$ cat config.mk
export PLATFORM = sky130hd
export DESIGN_NAME = rau_div
export DESIGN_NICKNAME = d
export VERILOG_FILES = /design/src/rtl/rau_pkg.sv /design/src/rtl/rau_div.sv
export SDC_FILE = /design/constraint.sdc
export NUM_CORES = 1
export LEC_CHECK = 0
export BUFFER_PORTS_ARGS = -buffer_cell sky130_fd_sc_hd__buf_2
export CAP_MARGIN = 10
export CORE_ASPECT_RATIO = 1.5
export CORE_MARGIN = 5
export CORE_UTILIZATION = 55
export DETAILED_ROUTE_END_ITERATION = 6
export GPL_TIMING_DRIVEN = 0
export PLACE_DENSITY = 0.87
export SYNTH_ARGS = -nofsm -noshare
export SYNTH_HDL_FRONTEND = slang
export SYNTH_SLANG_ARGS = --single-unit
export TNS_END_PERCENT = 20
$ cat constraint.sdc
create_clock -name clk -period 4.8 [get_ports clk]
set_clock_uncertainty 0.2 [all_clocks]
set_input_delay 0.96 -clock clk [delete_from_list [all_inputs] [get_ports clk]]
set_output_delay 0.96 -clock clk [all_outputs]
set_load 0.005 [all_outputs]
$ cat src/rtl/rau_pkg.sv
// ----------------------------------------------------------------------------
// rau_pkg
// Shared widths and codes of the rational arithmetic unit.
// ----------------------------------------------------------------------------
package rau_pkg;

	localparam int unsigned FW = 32;
	localparam int unsigned DW = 64;
	localparam int unsigned KW = 7;
	localparam int unsigned CW = 6;

	localparam logic [2:0] ACT_MAKE = 3'd0;
	localparam logic [2:0] ACT_ADD  = 3'd1;
	localparam logic [2:0] ACT_SUB  = 3'd2;
	localparam logic [2:0] ACT_MUL  = 3'd3;
	localparam logic [2:0] ACT_DIV  = 3'd4;
	localparam logic [2:0] ACT_CMP  = 3'd5;

	localparam logic [1:0] ERR_OK   = 2'd0;
	localparam logic [1:0] ERR_ZDEN = 2'd1;
	localparam logic [1:0] ERR_DIV0 = 2'd2;
	localparam logic [1:0] ERR_OVF  = 2'd3;

	typedef struct packed {
		logic start;
		logic done;
	} unit_hs_t;

endpackage

$ cat src/rtl/rau_div.sv
// ----------------------------------------------------------------------------
// rau_div
// Restoring divider, 64-bit quotient, one bit per cycle.
// ----------------------------------------------------------------------------
module rau_div (
	input  logic                      clk,
	input  logic                      arst_n,
	input  logic                      start,
	input  logic [rau_pkg::DW-1:0]    dividend,
	input  logic [rau_pkg::DW-1:0]    divisor,
	output logic                      done,
	output logic [rau_pkg::DW-1:0]    quotient
);

	logic                   busy_q;
	logic                   done_q;
	logic [rau_pkg::CW-1:0] cnt_q;
	logic [rau_pkg::DW-1:0] rem_q;
	logic [rau_pkg::DW-1:0] q_q;
	logic [rau_pkg::DW-1:0] d_q;
	logic [rau_pkg::DW:0]   trial;
	logic [rau_pkg::DW:0]   diff;
	logic                   qbit;

	always_comb begin
		trial = {rem_q, q_q[rau_pkg::DW-1]};
		diff  = trial - {1'b0, d_q};
		qbit  = trial >= {1'b0, d_q};
	end

	always_ff @(posedge clk or negedge arst_n) begin
		if (!arst_n) begin
			busy_q <= 1'b0;
			done_q <= 1'b0;
			cnt_q  <= '0;
		end else begin
			done_q <= 1'b0;
			if (start) begin
				busy_q <= 1'b1;
				cnt_q  <= '0;
			end else if (busy_q) begin
				cnt_q <= cnt_q + rau_pkg::CW'(1);
				if (cnt_q == '1) begin
					busy_q <= 1'b0;
					done_q <= 1'b1;
				end
			end
		end
	end

	always_ff @(posedge clk) begin
		if (start) begin
			rem_q <= '0;
			q_q   <= dividend;
			d_q   <= divisor;
		end else if (busy_q) begin
			rem_q <= qbit ? diff[rau_pkg::DW-1:0] : trial[rau_pkg::DW-1:0];
			q_q   <= {q_q[rau_pkg::DW-2:0], qbit};
		end
	end

	assign done     = done_q;
	assign quotient = q_q;

endmodule

==> parameters.txt <==
Parameter                              Value

GRT
  Global-route wire length before repair ... 56,700 um
  Maximum number of pins on one net before global-route repair ... 69
  Overall Global Routing Usage ... 0.273
  Via count of the first global-routing pass ... 11,400
  Antenna violations before repair ... 0
  Total global routing overflow ... 0

Detailed routing
  Post-DR vias/cell ... 6.25
  Via count ... 11,300
  Detailed-routing iteration count for the pre-antenna-repair pass ... 6
  Final Routed Wirelength ... 36,300 um
  Average wire per standard cell ... 20.1 um
  Number of DRC violations after detailed routing ... 0
  DRC violation total after the first TritonRoute iteration ... 1,187
  DRT antenna net count ... 0

Timing
  Hold Vio Cnt, Final ... 0
  Worst Max-Slew Pin Slew ... 1.19 ns
  Worst Setup Slack, final ... 0.0607 ns
  Post-layout min period ... 4.74 ns
  Final slew viol count ... 0
  Remaining max-slew budget at the tightest pin ... 0.186
  Final period util ... 0.987
  Final setup viols ... 0
  Maximum clock frequency ... 211 MHz
  RSZ-0062 raised after global routing ... no

Setup path
  Critical path depth in cells ... 14
  Setup crit start kind ... flop
  Number of cells on the worst reg-to-reg path ... 14
  Cell with the most instances on the worst path ... o21ai_0
  Reg2Reg Launch Point ... d_q[18]$_DFFE_PP_
  Worst Setup End Kind ... flop
  Type of the setup path with the least slack ... reg2reg
  Critical path's top delay family ... compound AO/OA/AOI/OAI gates
  Critical path launch point ... d_q[18]$_DFFE_PP_
  Max stage delay cell, worst path ... a221oi_1
  Maximum net fanout on the critical path ... 10
  Combined buffer and inverter count along the critical path ... 3
  Arrival time at the worst endpoint ... 4.75 ns
  Worst setup slack for register-to-register paths ... 0.06 ns
  Required time at the endpoint of the critical path ... 4.81 ns
  Cells traversed along the worst timing path ... inv_1 -> ha_1 -> clkbuf_1 -> a21oi_1 -> o21ai_0 -> a221oi_1 -> o21ai_0 -> a211o_1 -> o211ai_2 -> a2111oi_4 -> o31ai_4 -> buf_2 -> nand2_1 -> mux2_2
  Crit-path max cell delay ... 0.49 ns

Layout
  # diodes ... 0
  Layout fillers ... 1,805
  Multi-input gate area ... 6390 um^2
  Fraction of final layout cells with drive strength greater than 1 ... 0.217
  Non-filler cells, final ... 1,809
  P&R area growth vs syn ... 15.7%
  Post-route standard cell area excluding fillers ... 14,400 um^2
  Number of nets in the layout ... 1,717
  FF/Latch Area ... 5330 um^2

Logic synthesis
  Most repeated cell in the gate-level netlist after synthesis ... edfxtp_1
  FF+latch count, synth ... 200
  Area share of the largest cell type after synthesis ... 0.309
  Number of synthesized flops with an enable pin ... 128
  Post-synthesis instance area ... 12,500 um^2
  Syn avg cell area ... 9.57 um^2
  Count of distinct cell types in the synthesized netlist ... 73
  Cells after synthesis ... 1,302
  Register area share after synthesis ... 0.428
  Commonest cells in the netlist ... edfxtp_1, nor2_1, inv_1
  Net count after synthesis ... 1,499
  Ys async rst share ... 0.0400
  Synthesis warning total ... 0
  Top cells by area, synth ... edfxtp_1, dfxtp_1, ha_1, mux2_2, nor2_1
  Leading register cell type out of synthesis ... edfxtp_1
  Leading area contributor after synthesis ... edfxtp_1

Job
  Max Cap Viol ... 0

Place
  Instance area at placement ... 13,800 um^2
  Number of buffer cells added on primary ports ... 195
  Placed wire-length estimate ... 27,500 um
  Last weighted congestion value of the routability-driven placer ... 0.998
  Total placed cells including tap cells ... 1,774
  Post-placement setup slack ... 0.159 ns

Clock tree
  Bufs on Longest Clock Path ... 2
  Master cell of the clock root buffer ... clkbuf_16
  Clk Latency, worst-skew pair ... 0.45 ns
  Level count of the clock H-tree ... 4
  Number of buffers created by CTS ... 17
  Clock sink total ... 200
  Post-cts resize count ... 0
  Cts-stage hold buffer count ... 0
  TritonCTS clock tree ... built
  Clock transition at the registers of the reported paths ... 0.08 ns

Die
  Number of rows in the core area ... 67
  Overall die height ... 194 um
  Initial Utilization ... 0.559
  Area of the core region ... 22,300 um^2
  IO Pins ... 196
  Die outline width ... 133 um
  Overall die area ... 25,800 um^2

Power and ir drop
  Leakage ... 6.16 nW
  Pwr per Cell Area ... 529 nW/um^2
  Largest vdd supply drop ... 354 uV

Hold path
  Path type of the worst min-delay path ... in2async

Outcome
  Outcome ... finished, final reports clean
-- registers in the layout, indices dropped and copies added, names as in the netlist --
signal	count
d_q	64
quotient	64
rem_q	64
cnt_q	6
busy_q	1
done	1
-- cell families (layout without fill, tap and decap cells) --
group | Yosys count | after routing | synth area share
buffers and inverters | 180 | 410 | 0.0607
XOR/XNOR | 60 | 60 | 0.0422
adder cells (fa/ha/maj) | 66 | 66 | 0.0669
AND/OR/NAND/NOR | 350 | 350 | 0.134
AO/OA/AOI/OAI | 380 | 381 | 0.210
multiplexers | 66 | 66 | 0.0596
flip-flops | 200 | 200 | 0.428
-- cell type report --
class,instances,area share
plain buffers,89,0.0288
well taps,276,0.0240
clock inverters,13,0.00990
flip-flops and latches,200,0.370
repair buffers,198,0.0704
clock buffers,19,0.0301
inverters,91,0.0237
multi-input cells,923,0.444
-- through the flow --
step	setup TNS, ns	total power [mW]	hold slack, ns	util
floorplan	0	5.11	0.273	-
global placement	-26.88	6.00	0.288	0.618
detailed placement	0	6.08	0.299	0.619
CTS	0	7.53	0.145	0.645
global route	0	8.08	0.154	0.646
finish	0	7.62	0.146	0.646
-- cells in the final DEF (no fill, tap or decap), types with 17 or more instances in the layout --
cell type,netlist,routed
a211oi_1,17,17
a21o_1,32,32
a21oi_1,84,84
a311oi_1,51,51
buf_2,11,205
clkbuf_1,60,62
clkbuf_16,0,17
dfxtp_1,64,64
edfxtp_1,128,128
ha_1,65,65
inv_1,91,91
mux2_2,65,65
nand2_1,55,54
nand3_1,73,73
nand4_1,30,30
nor2_1,121,121
o21ai_0,53,53
o21ai_1,49,49
xnor2_1,39,39
xor2_1,21,21
-- timing repair --
action | CTS | global route
endpoints found under the hold margin | 0 | 0
buffers inserted | 0 | 2
endpoints found under the setup margin | 0 | 29
-- metal layers --
metal  routed length, um  global-route usage  vias up
li1                    -                   -     5291
met1               13100               0.292     5327
met2               18600               0.485      552
met3                2690              0.0683      136
met4                2000               0.157        0
met5                   0                   0        -
-- path summary, 6_finish.rpt --
kind                                          end
hold / removal               cnt_q[5]$_DFFE_PN0P_
min in group clk           rem_q[25]$_SDFFE_PP0P_
max in group asynchronous        busy_q$_DFF_PN0_
hold reg to reg            rem_q[25]$_SDFFE_PP0P_
setup / recovery            quotient[0]$_DFFE_PP_
setup reg to reg            quotient[0]$_DFFE_PP_
-- worst reg2reg max path, delay by kind of cell (launching register included) --
kind | cells | cell delay (ns)
adder cells (fa/ha/maj) | 1 | 0.22
AND/OR/NAND/NOR | 1 | 0.25
multiplexers | 1 | 0.35
AO/OA/AOI/OAI | 8 | 2.53
flip-flops | 1 | 0.36
buffers and inverters | 3 | 0.58
-- power by group --
part | total, mW | internal [mW] | leakage (nW) | switching (mW)
logic | 3.70 | 1.44 | 3.96 | 2.26
registers | 2.46 | 2.19 | 1.93 | 0.272
clock network | 1.45 | 0.774 | 0.274 | 0.676
total | 7.62 | 4.40 | 6.16 | 3.21
(Power assumes the default switching activity.)
