### src/rtl/rau_pkg.sv
// ----------------------------------------------------------------------------
// rau_pkg
// Shared widths and codes of the rational arithmetic unit.
// ----------------------------------------------------------------------------
package rau_pkg;

	localparam int unsigned FW = 32;
	localparam int unsigned DW = 64;
	localparam int unsigned KW = 7;
	localparam int unsigned CW = 6;

	localparam logic [2:0] ACT_MAKE = 3'd0;
	localparam logic [2:0] ACT_ADD  = 3'd1;
	localparam logic [2:0] ACT_SUB  = 3'd2;
	localparam logic [2:0] ACT_MUL  = 3'd3;
	localparam logic [2:0] ACT_DIV  = 3'd4;
	localparam logic [2:0] ACT_CMP  = 3'd5;

	localparam logic [1:0] ERR_OK   = 2'd0;
	localparam logic [1:0] ERR_ZDEN = 2'd1;
	localparam logic [1:0] ERR_DIV0 = 2'd2;
	localparam logic [1:0] ERR_OVF  = 2'd3;

	typedef struct packed {
		logic start;
		logic done;
	} unit_hs_t;

endpackage

### src/rtl/rau_gcd.sv
// ----------------------------------------------------------------------------
// rau_gcd
// Binary gcd over 64-bit operands, one shift or subtract per cycle.
// ----------------------------------------------------------------------------
module rau_gcd (
	input  logic                      clk,
	input  logic                      arst_n,
	input  logic                      start,
	input  logic [rau_pkg::DW-1:0]    a,
	input  logic [rau_pkg::DW-1:0]    b,
	output logic                      done,
	output logic [rau_pkg::DW-1:0]    g
);

	logic                   busy_q;
	logic                   done_q;
	logic [rau_pkg::DW-1:0] a_q;
	logic [rau_pkg::DW-1:0] b_q;
	logic [rau_pkg::DW-1:0] g_q;
	logic [rau_pkg::KW-1:0] k_q;

	always_ff @(posedge clk or negedge arst_n) begin
		if (!arst_n) begin
			busy_q <= 1'b0;
			done_q <= 1'b0;
		end else begin
			done_q <= 1'b0;
			if (start) begin
				busy_q <= 1'b1;
			end else if (busy_q && (a_q == '0 || b_q == '0)) begin
				busy_q <= 1'b0;
				done_q <= 1'b1;
			end
		end
	end

	always_ff @(posedge clk) begin
		if (start) begin
			a_q <= a;
			b_q <= b;
			k_q <= '0;
		end else if (busy_q) begin
			if (a_q == '0) begin
				g_q <= b_q << k_q;
			end else if (b_q == '0) begin
				g_q <= a_q << k_q;
			end else if (!a_q[0] && !b_q[0]) begin
				a_q <= a_q >> 1;
				b_q <= b_q >> 1;
				k_q <= k_q + rau_pkg::KW'(1);
			end else if (!a_q[0]) begin
				a_q <= a_q >> 1;
			end else if (!b_q[0]) begin
				b_q <= b_q >> 1;
			end else if (a_q >= b_q) begin
				a_q <= a_q - b_q;
			end else begin
				b_q <= b_q - a_q;
			end
		end
	end

	assign done = done_q;
	assign g    = g_q;

endmodule

### config.mk
export PLATFORM = sky130hd
export DESIGN_NAME = rau_gcd
export DESIGN_NICKNAME = d
export VERILOG_FILES = /design/src/rtl/rau_pkg.sv /design/src/rtl/rau_gcd.sv
export SDC_FILE = /design/constraint.sdc
export NUM_CORES = 1
export LEC_CHECK = 0
export BUFFER_PORTS_ARGS = -buffer_cell sky130_fd_sc_hd__buf_2
export CAP_MARGIN = 20
export CORE_ASPECT_RATIO = 0.7
export CORE_MARGIN = 2
export CORE_UTILIZATION = 35
export CTS_BUF_LIST = sky130_fd_sc_hd__clkbuf_8
export DETAILED_ROUTE_END_ITERATION = 16
export PLACE_DENSITY = 0.62
export SLEW_MARGIN = 10
export SYNTH_ARGS = -nofsm -noshare
export SYNTH_HDL_FRONTEND = slang
export SYNTH_SLANG_ARGS = --single-unit
export TNS_END_PERCENT = 50
### constraint.sdc
create_clock -name clk -period 6.55 [get_ports clk]
set_input_delay 0.3275 -clock clk [delete_from_list [all_inputs] [get_ports clk]]
set_output_delay 0.3275 -clock clk [all_outputs]
set_load 0.005 [all_outputs]
==> results of run 1 <==
-- final timing paths --
kind                       depth (start not counted)       to
setup / recovery                                  15  b_q[18]
hold / removal                                     3  a_q[16]
setup reg to reg                                  15  b_q[18]
hold reg to reg                                    1     done
max in group asynchronous                          3   busy_q
min in group asynchronous                          3     done
-- critical path: cells and delay by family, from the launching register on --
family | cells | cell delay (ns)
buffers and inverters | 3 | 0.62
flip-flops | 1 | 0.55
AND/OR/NAND/NOR | 2 | 1.02
AO/OA/AOI/OAI | 8 | 1.91
adder cells (fa/ha/maj) | 2 | 0.61
-- per-stage QoR --
stage	utilization [%]	hold WS, ns	area, sq um
global placement	38.14	0.1224	22900
CTS	39.81	0.0007309	23910
global route	39.81	0.03250	23910
detailed placement	38.14	0.1239	22900
floorplan	-	0.03191	21340
finish	39.81	0.02500	23910
-- logic make-up after synthesis --
logic type / Yosys count / synth area share, %
AOI/OAI and AO/OA: 899 / 27.47
and+or+nand+nor: 620 / 13.62
buffers and inverters: 408 / 7.586
muxes: 220 / 10.76
DFF: 201 / 27.91
adders and majority gates: 132 / 7.809
xor gates and xnor gates: 118 / 4.843
-- layout make-up --
| class | instances | share of cell area, % |
|---|---|---|
| multi-input combinational | 1989 | 57.71 |
| sequential | 201 | 24.95 |
| timing repair buffer | 255 | 6.457 |
| tap | 808 | 4.228 |
| inverter | 230 | 3.610 |
| clock buffer | 37 | 2.130 |
| clock inverter | 27 | 0.9105 |
-- sequential cells by signal, summed over array words and instances, names as in the netlist --
| register | flops |
|---|---|
| g | 64 |
| busy_q | 1 |
| done | 1 |
| k_q | 7 |
| b_q | 64 |
| a_q | 64 |
-- layer usage --
layer	up-vias	share of wire [%]	global-route usage, %	wire (microns)
met5	-	0	0	0
met4	0	2.4	6.759	2178
met3	139	12	7.163	11080
met2	1260	40	38.66	36190
met1	10350	46	42.95	41980
li1	9783	-	-	-
-- synthesized netlist by cell type, types with 17 or more instances --
| master | count |
|---|---|
| nor4_1 | 42 |
| a221oi_1 | 39 |
| inv_1 | 228 |
| clkbuf_1 | 111 |
| mux2i_1 | 208 |
| a221oi_2 | 33 |
| o221ai_1 | 34 |
| buf_1 | 29 |
| a31oi_1 | 21 |
| a211oi_1 | 18 |
| nor3_1 | 33 |
| edfxtp_1 | 192 |
| a21o_1 | 51 |
| nand2_1 | 211 |
| ha_1 | 130 |
| buf_2 | 31 |
| o21ai_1 | 22 |
| nor2b_1 | 24 |
| and2_1 | 21 |
| o21ai_0 | 135 |
| xor2_1 | 39 |
| a21oi_1 | 364 |
| nand3_1 | 22 |
| nand4_1 | 45 |
| xnor2_1 | 79 |
| a22oi_1 | 31 |
| nor2_1 | 167 |
| o21bai_1 | 43 |
| nand2b_1 | 17 |
| o21a_1 | 18 |
==> flow_summary.json, run 1 <==
{
  "clkSinkCount": 201,
  "min_period_ns": 5.050,
  "dieArea_sq_um": 63000,
  "drc_errors": 0,
  "synth_area_sq_um": 21340,
  "min_path_type": "input pin to flop",
  "htree_levels": 2,
  "final-hold-violation-count": 0,
  "synth.top_cells.by_area": "edfxtp_1, mux2i_1, a21oi_1",
  "avgViaCountPerCell": 6.070,
  "start_kind": "flop",
  "regArea_sq_um": 5967,
  "yosysTopAreaCell": "edfxtp_1",
  "synth_top_area_share_pct": 27.02,
  "synthDistinctLibCells": 80,
  "diodes": 0,
  "fp.dieH_microns": 210.6,
  "max_slew_margin_pct": 28.26,
  "slowest_delay_ns": 0.57,
  "clock_latency_ns": 0.64,
  "final_cell_mix": "a21oi_1, inv_1, nand2_1",
  "path_clk_slew_ns": 0.07,
  "slowest_stage": "or4b_4",
  "nNetsFinal": 2977,
  "fin_ws_ns": 1.500,
  "cp.arrival_ns": 5.35,
  "root_buffer": "clkbuf_8",
  "skew_ns": 0.04422,
  "synthFlopType": "edfxtp_1",
  "drtIter0Drc": 3168,
  "max_freq_ghz": 0.1980,
  "gp_congestion": 1.025,
  "rsz0062_at_grt": "no",
  "grt_overflow": 0,
  "syn_nets": 2861,
  "wl_per_cell_microns": 25.78,
  "crit_fanout": 20,
  "io_pins": 196,
  "dr.pass1.iters": 6,
  "crit_start": "a_q[0]",
  "worstMarginPinSlew_ns": 1.071,
  "setup_tns_ns": 0,
  "synthArstFlopShare_pct": 0.9950,
  "syn_inst": 2598,
  "cts_buffers": 37,
  "setup_viol": 0,
  "multi_input_area_sq_um": 13800,
  "final_cells": 3547,
  "drive_above_1_share_pct": 13.07,
  "area_growth_pct": 12.04,
  "cts_resized": 0,
  "hold_buffers": 28,
  "end_kind": "flop",
  "port_buffers": 195,
  "nFillCells": 6270,
  "antenna_found_initial": 1,
  "drv_cap": 0,
  "ant_nets": 0,
  "clk_path_buf_depth": 3,
  "path_cells": "inv_1 -> ha_1 -> inv_1 -> fa_1 -> a21oi_2 -> o22ai_1 -> o21bai_1 -> a21oi_1 -> or4b_4 -> a221oi_4 -> a31o_2 -> a211oi_4 -> nor2_2 -> o31a_2 -> buf_4",
  "grt_first_pass_wirelength_microns": 132800,
  "yosys_warnings": 0,
  "status": "completed",
  "cts_tree": "yes",
  "cpMostUsedCell": "inv_1",
  "ys_ff_latch": 201,
  "dp_hpwl_microns": 71700,
  "grt_pass1_vias": 19740,
  "pre_cts_ws_ns": 1.590,
  "grt_max_degree": 152,
  "core-area_sq_um": 60060,
  "reg2reg_slack_ns": 1.50,
  "required_ns": 6.85,
  "ys_seq_area_share_pct": 27.91,
  "num_vias": 21530,
  "mostFrequentLayoutCell": "a21oi_1",
  "slew_violations": 0,
  "worstSetupPathType": "flop to flop",
  "dieWidth_microns": 299.1,
  "cts_setup_buffers": 0,
  "r2r_start": "a_q[0]",
  "worstHoldStart": "a[16]",
  "initial_utilization_pct": 35.54,
  "grt_usage_pct": 28.09,
  "routed_wl_microns": 91440,
  "syn_avg_cell_area_sq_um": 8.215,
  "period_share_pct": 77.09,
  "post-place-cells": 3455,
  "num_rows": 75,
  "synth-edff-count": 192
}
Power of run 1 is left out: the tool's default activity adds up to more than one toggle a clock period on the data nets, which glitch-free logic cannot reach.
==> run 2: changes to the inputs <==
clock period = 4.2 ns   (was 6.55 ns; I/O delays follow)
==> run 2 against run 1 <==
Net effect:
- the flow now finishes with violations (negative setup slack)
- final cell count increased by 14%
- global-route usage increased by 2.3 points
- flip-flop and latch count unchanged
- core utilization increased by 7.1 points
- register-to-register slack got worse by 1.5 ns
- first-iteration DRC count increased by 7.4%
- wire length increased by 9.5%
- design area increased by 18%
- largest cell class unchanged
==> flow_summary.json, run 2 (same netlist as run 1, synthesis figures left out) <==
{
  "status": "complete, but fails checks",
  "violations": "negative setup slack",
  "core-area_sq_um": 60060,
  "wl_met3_microns": 11540,
  "cp_num_cells": 17,
  "setup_tns_ns": -0.007099,
  "drv_cap": 0,
  "clkSinkCount": 201,
  "cp.buffers_inverters": 4,
  "clock_latency_ns": 0.66,
  "worstMarginPinSlew_ns": 1.033,
  "diodes": 0,
  "dr.pass1.iters": 6,
  "worstSetupPathType": "flop to flop",
  "p_leak_uw": 0.01202,
  "fin_ws_ns": -0.007099,
  "dp_hpwl_microns": 77670,
  "setup_viol": 1,
  "grt_usage_pct": 30.41,
  "dieWidth_microns": 299.1,
  "avgViaCountPerCell": 5.918,
  "gp_congestion": 1.057,
  "cp.arrival_ns": 4.55,
  "start_kind": "flop",
  "dieArea_sq_um": 63000,
  "slew_violations": 0,
  "nNetsFinal": 3452,
  "cts_buffers": 38,
  "num_rows": 75,
  "grt_max_degree": 120,
  "port_buffers": 195,
  "fp.dieH_microns": 210.6,
  "mostFrequentLayoutCell": "buf_4",
  "pre_cts_ws_ns": -0.03397,
  "max_freq_ghz": 0.2377,
  "cts_tree": "yes",
  "highest_layer": "met4",
  "rsz0062_at_grt": "yes",
  "routed_wl_microns": 100100,
  "end_kind": "flop",
  "dr_wl_met2_microns": 40650,
  "grt_overflow": 0,
  "num_vias": 23830,
  "grt_pass1_vias": 22530,
  "cp_top_family": "compound AO/OA/AOI/OAI gates",
  "ant_nets": 0,
  "final-hold-violation-count": 0,
  "root_buffer": "clkbuf_8",
  "drive_above_1_share_pct": 23.52,
  "power_density_nw_per_um2": 1044,
  "reg2regPathDepth": 17,
  "path_cells": "inv_2 -> ha_2 -> inv_1 -> fa_2 -> a21oi_2 -> o22ai_2 -> o21bai_2 -> a21oi_2 -> or4b_4 -> a221oi_4 -> a31o_2 -> a211oi_4 -> buf_6 -> o21ba_4 -> buf_16 -> a221oi_2 -> a21oi_1",
  "skew_ns": 0.05101,
  "whs_path_depth": 4,
  "final_cell_mix": "buf_4, a21oi_1, inv_1",
  "clk_path_buf_depth": 3,
  "max_slew_margin_pct": 31.11,
  "path_clk_slew_ns": 0.07,
  "drc_errors": 0,
  "period_share_pct": 100.2,
  "slowest_delay_ns": 0.57,
  "ir_worst_vdd_mv": 0.4102,
  "io_pins": 196,
  "min_period_ns": 4.207,
  "min_path_type": "input pin to flop",
  "htree_levels": 2,
  "initial_utilization_pct": 35.54,
  "slowest_stage": "or4b_4",
  "wl_per_cell_microns": 24.86,
  "required_ns": 4.54,
  "wl_met1_microns": 45130,
  "antenna_found_initial": 1,
  "grt_first_pass_wirelength_microns": 145000,
  "area_growth_pct": 32.01,
  "crit_fanout": 6,
  "drtIter0Drc": 3401,
  "cpMostUsedCell": "a21oi_2"
}
run 2: final cells by class:
class | count | area [sq um]
Inverter | 230 | 863.3
Sequential cell | 201 | 5967
Clock inverter | 29 | 166.4
Tap cell | 808 | 1011
Fill cell | 5946 | 31880
Clock buffer | 40 | 550.5
Timing Repair Buffer | 728 | 5643
Multi-Input combinational cell | 1990 | 13970
run 2: tightest hold or removal path, delay by kind of cell:
| family | cells | cell delay, ns |
|---|---|---|
| AO/OA/AOI/OAI | 2 | 0.19 |
| AND/OR/NAND/NOR | 1 | 0.10 |
| buffers and inverters | 1 | 0.08 |
run 2: where the power goes:
group          leakage [uW]  switching (uW)  total, uW  internal, uW
Clock              0.000406            1020       1980           956
Combinational       0.00962           13800      23300          9470
Sequential          0.00199             955       4160          3210
run 2: timing repair:
item	CTS	global route
pin swaps	1	14
gates resized for setup	0	33
hold buffers	125	0
buffers inserted	2	6
endpoints found under the setup margin	11	169
hold endpoints to repair	125	0
gates cloned	0	8
run 2: path summary, 6_finish.rpt:
path,from,end,slack [ns]
worst min register to register,busy_q,done,0.58
worst max register to register,a_q[0],a_q[59],-0.007
worst max-delay path,a_q[0],a_q[59],-0.007
max in group asynchronous,arst_n,busy_q,3.62
worst min-delay path,b[53],b_q[53],0.06
min in group asynchronous,arst_n,done,0.45
run 2: metal layers:
metal / GRT usage (%) / up-vias
li1: - / 10750
met1: 45.40 / 11480
met2: 43.77 / 1429
met3: 6.421 / 172
met4: 8.328 / 0
met5: 0 / -
run 2: through the flow:
stage	total power (uW)	std cells	instance area [sq um]	util (%)	hold slack (ns)
floorplan	16290	2598	21370	-	-0.08559
global placement	26150	3816	25820	42.99	-0.00001685
detailed placement	26000	3816	25820	42.99	0.0002987
CTS	28260	4012	27810	46.31	0.009464
global route	30910	4026	28170	46.91	0.05631
finish	29430	4026	28170	46.91	0.05798
No activity file was read; power rests on OpenSTA's default activity.
